**config.mk**
```make
export PLATFORM = sky130hd
export DESIGN_NAME = tcw_engine
export DESIGN_NICKNAME = d
export VERILOG_FILES = /design/src/rtl/text_console_writer_defines.svh /design/src/rtl/tcw_pkg.sv /design/src/rtl/tcw_engine.sv
export SDC_FILE = /design/constraint.sdc
export NUM_CORES = 1
export LEC_CHECK = 0
export ABC_AREA = 1
export BUFFER_PORTS_ARGS = -buffer_cell sky130_fd_sc_hd__buf_4
export CAP_MARGIN = 20
export CORE_MARGIN = 8
export CORE_UTILIZATION = 50
export CTS_CLUSTER_DIAMETER = 60
export CTS_CLUSTER_SIZE = 20
export DETAILED_ROUTE_END_ITERATION = 7
export PLACE_DENSITY = 0.83
export SYNTH_ARGS = -nofsm -noshare
export SYNTH_HDL_FRONTEND = slang
export SYNTH_SLANG_ARGS = --single-unit
export TNS_END_PERCENT = 100
```
**constraint.sdc**
```tcl
create_clock -name clk -period 4.25 [get_ports clk]
set_input_delay 0.85 -clock clk [delete_from_list [all_inputs] [get_ports clk]]
set_output_delay 0.85 -clock clk [all_outputs]
set_load 0.02 [all_outputs]
```
**src/rtl/text_console_writer_defines.svh**
```systemverilog
// assertion macros shared by the rtl

`ifndef TEXT_CONSOLE_WRITER_DEFINES_SVH
`define TEXT_CONSOLE_WRITER_DEFINES_SVH

// same-cycle implication, checked once reset is released
`define TCW_ASSERT_NOW(label, clk, rst_n, ante, cons) \
	label: assert property (@(posedge clk) disable iff (!(rst_n)) (ante) |-> (cons)) \
		else $error("console writer check failed");

// next-cycle implication, checked once reset is released
`define TCW_ASSERT_NEXT(label, clk, rst_n, ante, cons) \
	label: assert property (@(posedge clk) disable iff (!(rst_n)) (ante) |=> (cons)) \
		else $error("console writer check failed");

`endif

```
**src/rtl/tcw_pkg.sv**
```systemverilog
package tcw_pkg;

	localparam int DEF_COLUMNS = 80;
	localparam int DEF_ROWS    = 25;

	localparam int CFG_IDX_W = 2;
	localparam logic [CFG_IDX_W-1:0] REG_DEFAULT_ATTR = 2'd0;
	localparam logic [CFG_IDX_W-1:0] REG_ERROR_ATTR   = 2'd1;

	localparam logic [7:0] RESET_DEFAULT_ATTR = 8'd15;
	localparam logic [7:0] RESET_ERROR_ATTR   = 8'd244;

	localparam logic [7:0] NEWLINE_CODE = 8'd10;
	localparam logic [7:0] BLANK_CODE   = 8'd32;
	localparam logic [7:0] ERROR_CODE   = 8'd69;

	typedef enum logic [2:0] {
		KIND_PUT_CURSOR   = 3'd0,
		KIND_PUT_POS      = 3'd1,
		KIND_BACKSPACE    = 3'd2,
		KIND_CLEAR_ROW    = 3'd3,
		KIND_CLEAR_SCREEN = 3'd4,
		KIND_READ         = 3'd5
	} kind_t;

	typedef enum logic [2:0] {
		ST_INIT,
		ST_IDLE,
		ST_EXEC,
		ST_READ,
		ST_SCROLL,
		ST_DRAIN,
		ST_FILL
	} state_t;

	typedef struct packed {
		logic [7:0] at;
		logic [7:0] ch;
	} cell_t;

	typedef struct packed {
		logic [2:0] kind;
		logic [7:0] char_code;
		logic [7:0] attr;
		logic [6:0] column;
		logic [4:0] row;
	} cmd_t;

	typedef struct packed {
		logic [4:0] cursor_row;
		logic [6:0] cursor_col;
		logic [7:0] cell_char;
		logic [7:0] cell_attr;
		logic       off_screen;
		logic       scrolled;
	} result_t;

endpackage

```
**src/rtl/tcw_engine.sv**
```systemverilog
module tcw_engine import tcw_pkg::*; #(
	parameter int COLUMNS = DEF_COLUMNS,
	parameter int ROWS    = DEF_ROWS,
	localparam int CELLS  = COLUMNS * ROWS,
	localparam int AW     = $clog2(CELLS)
) (
	input  logic          clk,
	input  logic          arst_n,
	input  logic          start,
	output logic          busy,
	input  cmd_t          cmd,
	input  logic [7:0]    default_attr,
	input  logic [7:0]    error_attr,
	output logic          done,
	output result_t       result,
	output logic          wr_en,
	output logic [AW-1:0] wr_addr,
	output cell_t         wr_cell,
	output logic [AW-1:0] rd_addr,
	input  cell_t         rd_cell
);

	localparam logic [AW-1:0] COLS_A     = AW'(COLUMNS);
	localparam logic [AW-1:0] COLS_M1_A  = AW'(COLUMNS - 1);
	localparam logic [AW-1:0] LAST_A     = AW'(CELLS - 1);
	localparam logic [AW-1:0] BOT_A      = AW'(CELLS - COLUMNS);
	localparam logic [AW-1:0] SCR_LAST_A = AW'(CELLS - COLUMNS - 1);
	localparam logic [7:0]    COL_LIM    = 8'(COLUMNS);
	localparam logic [5:0]    ROW_LIM    = 6'(ROWS);
	localparam logic [6:0]    COL_LAST   = 7'(COLUMNS - 1);
	localparam logic [4:0]    ROW_LAST   = 5'(ROWS - 1);

	state_t        state_q, state_d;
	logic [AW-1:0] idx_q, end_q, cp_addr_q, pos_q, pos_d;
	logic          cp_vld_q;
	logic [4:0]    cur_row_q, prow_q, trow;
	logic [6:0]    cur_col_q, pcol_q, tcol;
	logic [2:0]    kind_q;
	logic [7:0]    char_q, attr_q;
	logic          on_q, on_screen;
	logic          done_q, off_q, scr_q;
	logic [7:0]    rchar_q, rattr_q;
	logic          nl, wrap, need_scroll;
	logic [7:0]    col_inc;
	logic [5:0]    row_inc;

	// target position of the incoming transaction
	always_comb begin
		trow = '0;
		tcol = '0;
		case (cmd.kind)
			KIND_PUT_CURSOR: begin
				trow = cur_row_q;
				tcol = cur_col_q;
			end
			KIND_PUT_POS, KIND_READ: begin
				trow = cmd.row;
				tcol = cmd.column;
			end
			KIND_BACKSPACE: begin
				if (cur_col_q != 7'd0) begin
					trow = cur_row_q;
					tcol = cur_col_q - 7'd1;
				end else if (cur_row_q != 5'd0) begin
					trow = cur_row_q - 5'd1;
					tcol = COL_LAST;
				end
			end
			KIND_CLEAR_ROW: begin
				trow = cur_row_q;
			end
			default: begin
				trow = '0;
				tcol = '0;
			end
		endcase
	end

	assign pos_d     = AW'(trow) * COLS_A + AW'(tcol);
	assign on_screen = ({1'b0, cmd.column} < COL_LIM) && ({1'b0, cmd.row} < ROW_LIM);

	assign nl          = (char_q == NEWLINE_CODE);
	assign col_inc     = {1'b0, pcol_q} + 8'd1;
	assign row_inc     = {1'b0, prow_q} + 6'd1;
	assign wrap        = nl || (col_inc == COL_LIM);
	assign need_scroll = wrap && (row_inc == ROW_LIM);

	always_comb begin
		state_d = state_q;
		case (state_q)
			ST_INIT: begin
				if (idx_q == LAST_A) state_d = ST_IDLE;
			end
			ST_IDLE: begin
				if (start) state_d = ST_EXEC;
			end
			ST_EXEC: begin
				case (kind_q)
					KIND_PUT_CURSOR, KIND_PUT_POS: begin
						state_d = (on_q && need_scroll) ? ST_SCROLL : ST_IDLE;
					end
					KIND_CLEAR_ROW, KIND_CLEAR_SCREEN: state_d = ST_FILL;
					KIND_READ: state_d = on_q ? ST_READ : ST_IDLE;
					default: state_d = ST_IDLE;
				endcase
			end
			ST_READ: state_d = ST_IDLE;
			ST_SCROLL: begin
				if (idx_q == SCR_LAST_A) state_d = ST_DRAIN;
			end
			ST_DRAIN: state_d = ST_FILL;
			ST_FILL: begin
				if (idx_q == end_q) state_d = ST_IDLE;
			end
			default: state_d = ST_IDLE;
		endcase
	end

	always_comb begin
		wr_en   = 1'b0;
		wr_addr = idx_q;
		wr_cell = '{at: default_attr, ch: BLANK_CODE};
		rd_addr = pos_q;
		busy    = (state_q != ST_IDLE);
		case (state_q)
			ST_INIT: begin
				wr_en   = 1'b1;
				wr_cell = '{at: RESET_DEFAULT_ATTR, ch: BLANK_CODE};
			end
			ST_EXEC: begin
				if (kind_q inside {KIND_PUT_CURSOR, KIND_PUT_POS}) begin
					if (!on_q) begin
						wr_en   = 1'b1;
						wr_addr = LAST_A;
						wr_cell = '{at: error_attr, ch: ERROR_CODE};
					end else if (!nl) begin
						wr_en   = 1'b1;
						wr_addr = pos_q;
						wr_cell = '{at: attr_q, ch: char_q};
					end
				end else if (kind_q == KIND_BACKSPACE) begin
					wr_en   = 1'b1;
					wr_addr = pos_q;
				end
			end
			ST_SCROLL: begin
				rd_addr = idx_q + COLS_A;
				wr_en   = cp_vld_q;
				wr_addr = cp_addr_q;
				wr_cell = rd_cell;
			end
			ST_DRAIN: begin
				wr_en   = 1'b1;
				wr_addr = cp_addr_q;
				wr_cell = rd_cell;
			end
			ST_FILL: begin
				wr_en = 1'b1;
			end
			default: begin
				wr_en = 1'b0;
			end
		endcase
	end

	always_ff @(posedge clk or negedge arst_n) begin
		if (!arst_n) begin
			state_q   <= ST_INIT;
			idx_q     <= '0;
			end_q     <= '0;
			cp_addr_q <= '0;
			cp_vld_q  <= 1'b0;
			pos_q     <= '0;
			cur_row_q <= '0;
			cur_col_q <= '0;
			prow_q    <= '0;
			pcol_q    <= '0;
			kind_q    <= '0;
			char_q    <= '0;
			attr_q    <= '0;
			on_q      <= 1'b0;
			done_q    <= 1'b0;
			off_q     <= 1'b0;
			scr_q     <= 1'b0;
			rchar_q   <= '0;
			rattr_q   <= '0;
		end else begin
			state_q <= state_d;
			done_q  <= (state_d == ST_IDLE) && (state_q != ST_IDLE) && (state_q != ST_INIT);
			case (state_q)
				ST_INIT: begin
					idx_q <= (idx_q == LAST_A) ? '0 : idx_q + 1'b1;
				end
				ST_IDLE: begin
					if (start) begin
						kind_q  <= cmd.kind;
						char_q  <= cmd.char_code;
						attr_q  <= (cmd.attr == 8'd0) ? default_attr : cmd.attr;
						on_q    <= (cmd.kind == KIND_PUT_CURSOR) ? 1'b1 : on_screen;
						prow_q  <= trow;
						pcol_q  <= tcol;
						pos_q   <= pos_d;
						off_q   <= 1'b0;
						scr_q   <= 1'b0;
						rchar_q <= '0;
						rattr_q <= '0;
					end
				end
				ST_EXEC: begin
					case (kind_q)
						KIND_PUT_CURSOR, KIND_PUT_POS: begin
							if (!on_q) begin
								off_q <= 1'b1;
							end else if (need_scroll) begin
								idx_q     <= '0;
								cp_vld_q  <= 1'b0;
								scr_q     <= 1'b1;
								cur_row_q <= ROW_LAST;
								cur_col_q <= '0;
							end else if (wrap) begin
								cur_row_q <= row_inc[4:0];
								cur_col_q <= '0;
							end else begin
								cur_row_q <= prow_q;
								cur_col_q <= col_inc[6:0];
							end
						end
						KIND_BACKSPACE: begin
							cur_row_q <= prow_q;
							cur_col_q <= pcol_q;
						end
						KIND_CLEAR_ROW: begin
							idx_q     <= pos_q;
							end_q     <= pos_q + COLS_M1_A;
							cur_row_q <= prow_q;
							cur_col_q <= '0;
						end
						KIND_CLEAR_SCREEN: begin
							idx_q     <= '0;
							end_q     <= LAST_A;
							cur_row_q <= '0;
							cur_col_q <= '0;
						end
						default: begin
							idx_q <= idx_q;
						end
					endcase
				end
				ST_READ: begin
					rchar_q <= rd_cell.ch;
					rattr_q <= rd_cell.at;
				end
				ST_SCROLL: begin
					cp_addr_q <= idx_q;
					cp_vld_q  <= 1'b1;
					idx_q     <= idx_q + 1'b1;
				end
				ST_DRAIN: begin
					cp_vld_q <= 1'b0;
					idx_q    <= BOT_A;
					end_q    <= LAST_A;
				end
				ST_FILL: begin
					idx_q <= idx_q + 1'b1;
				end
				default: begin
					idx_q <= idx_q;
				end
			endcase
		end
	end

	assign done              = done_q;
	assign result.cursor_row = cur_row_q;
	assign result.cursor_col = cur_col_q;
	assign result.cell_char  = rchar_q;
	assign result.cell_attr  = rattr_q;
	assign result.off_screen = off_q;
	assign result.scrolled   = scr_q;

endmodule

```
==> results.cfg <==
[route]
wl_mm = 23.9
vias = 7783
drt_iter0_drc = 986
vias_per_cell = 5.72
ant_nets = 0
route.detailed.drc = 0
detail_route.first_pass.iterations = 7
routedWlPerCell_microns = 17.6

[critical_path]
cp.arrival_ns = 2.79
end_kind = primary output
path_common_cell = nand2_1
worst-path-max-fanout = 19
worstReg2RegStart = cur_col_q[0]
cp-start-kind = flop
cp-startpoint = state_q[1]
max_stage_delay_ns = 0.61
path_class = reg2out
slowest_stage = nor2_1
cp.required_ns = 3.40
crit_path_cell_trace = inv_1, nand2_1, inv_2, nor2_1, nand2_1, o2111ai_1, buf_4

[sta]
setup_tns_ns = 0
hold_violations = 0
worstMarginPinSlew_ns = 0.921
whs_ns = 0.471
max_freq_mhz = 275
fin_ws_ns = 0.612
fin_crit_ns = 3.64
grt_setup_unrepaired = false
slew_viol_final = 0
setup_viol = 0
slew_headroom = 0.386
finClkSkew_ns = 0.00663
fin_crit_sh = 0.856

[floorplan]
coreArea_sq_mm = 0.0145
die_w_microns = 138
rows = 44
die_area_sq_mm = 0.0190
initial_utilization = 0.511
chipHeight_microns = 138
ios = 137

[logic_synthesis]
avgSynthCellArea_sq_um = 7.01
netlist_instances = 1057
synth-seq-area-share = 0.362
ys_top_cells_by_area = dfrtp_1 (36%), nand2_1 (14%), o21ai_0 (7.1%)
yosysWarnings = 0
synth_cell_types = 46
synth_top_area_cell = dfrtp_1
syn-cell-area_sq_mm = 0.00741
synth_nets = 1144
yosys.area.top_type_share = 0.362
ys_ff_latch = 107

[global_route]
track_usage = 0.254
antenna_found_initial = 0
grt_pass1_wl_mm = 38.0
grt_max_degree = 70
grt-ovfl-total = 0
grt_pass1_vias = 7395

[clocking]
cts_hold_buf = 0
cts_tree = yes
cts_buffers = 9
cts_setup_buffers = 0
cts.sinks = 107
cts_resized = 0
insertion_delay_ns = 0.36
htree_levels = 3
cts.path.max_buffers = 2
cts_root_buffer = clkbuf_16
clk_pin_slew_ns = 0.07

[place]
port_buffers = 136
pre_cts_ws_ns = 0.378
hpwlAfterDp_mm = 18.0
gp_congestion = 0.965

[final_layout]
drive_gt1_frac = 0.173
fill_cells = 1327
final_cell_mix = nand2_1 (278), buf_4 (148), dfrtp_1 (107), o21ai_0 (105), inv_1 (104)
fin_nets = 1259
n_antenna_cell = 0
postLayoutCoreUtil = 0.613
layout_commonest_cell = nand2_1
area_growth_pct = 19.8

[min_path]
hp-class = reg2reg
hold_start = cp_addr_q[1]

[pwr]
max-vdd-ir-drop_mv = 0.360
totalPowerFinal_mw = 6.69
power.leakage_nw = 4.48
power_density_mw_per_mm2 = 754

[status]
status = finished, final reports clean

[flow_run]
cap_violations = 0
registers in the layout, summed over array words and instances, names as in the netlist, 3 cells and up:
signal / flops
attr_q: 8
char_q: 8
cp_addr_q: 11
cur_col_q: 7
cur_row_q: 5
end_q: 11
idx_q: 11
kind_q: 3
pcol_q: 3
pos_q: 11
prow_q: 5
rattr_q: 8
rchar_q: 8
state_q: 3
final cells by class:
type                       instances  area, sq um  share of cell area
sequential                       107         2680               0.302
multi-input combinational        789         4100               0.462
clock inverter                     5         52.6             0.00592
timing repair buffer             149         1140               0.128
clock buffer                      11          243              0.0274
tap                              184          230              0.0259
inverter                         116          435              0.0491
through the flow:
| step | std cells | area [sq um] |
|---|---|---|
| 2_1_floorplan | 1057 | 7410 |
| 3_3_place_gp | 1344 | 8550 |
| 3_5_place_dp | 1344 | 8550 |
| 4_1_cts | 1360 | 8840 |
| 5_1_grt | 1361 | 8870 |
| 6_report | 1361 | 8870 |
synth_stat cells, drive strengths merged:
| cell | n |
|---|---|
| o21ai | 118 |
| fa | 2 |
| a32oi | 1 |
| a22oi | 18 |
| or2 | 5 |
| o21bai | 3 |
| dfrtp | 107 |
| clkinv | 5 |
| o22ai | 6 |
| nor4 | 4 |
| nand3b | 3 |
| o211ai | 19 |
| xor2 | 21 |
| a31oi | 4 |
| nand4 | 9 |
| nand3 | 98 |
| inv | 111 |
| a21boi | 1 |
| nand2 | 287 |
| ha | 19 |
| o221ai | 1 |
| a21oi | 60 |
| xnor2 | 8 |
| and2 | 1 |
| nor2 | 86 |
| clkbuf | 30 |
| a211oi | 5 |
| buf | 15 |
| o2111ai | 1 |
| nor3 | 9 |
critical path, delay by kind of cell (launching register included):
family,cells,cell delay [ns]
flip-flops,1,0.49
AO/OA/AOI/OAI,1,0.15
AND/OR/NAND/NOR,3,1.11
buffers and inverters,3,0.65
power breakdown:
group | switching, mW | total, mW | internal [mW]
registers | 0.541 | 2.02 | 1.48
logic | 2.41 | 3.80 | 1.39
clock network | 0.395 | 0.866 | 0.471
metal layers:
| layer | vias up | GRT usage | share of wire |
|---|---|---|---|
| met5 | - | 0 | 0 |
| met4 | 0 | 0.110 | 0.030 |
| met3 | 49 | 0.0456 | 0.093 |
| met2 | 393 | 0.413 | 0.47 |
| met1 | 3622 | 0.326 | 0.41 |
| li1 | 3719 | - | - |
path summary, 6_finish.rpt:
kind	to	slack, ns	cells past startpoint
setup / recovery	wr_cell[9]	0.61	7
hold / removal	cp_addr_q[1]	0.47	2
setup reg to reg	pos_q[10]	0.80	17
hold reg to reg	cp_addr_q[1]	0.47	2
max in group asynchronous	char_q[7]	2.76	2
min in group asynchronous	cp_addr_q[10]	0.63	1
cell families after synthesis:
| logic type | share of synthesized area |
|---|---|
| AND/OR/NAND/NOR | 0.296 |
| adder cells (fa/ha/maj) | 0.0375 |
| buffers and inverters | 0.0862 |
| AO/OA/AOI/OAI | 0.185 |
| flip-flops | 0.362 |
| XOR/XNOR | 0.0343 |
Note: power is estimated with default switching activity, not from simulation.
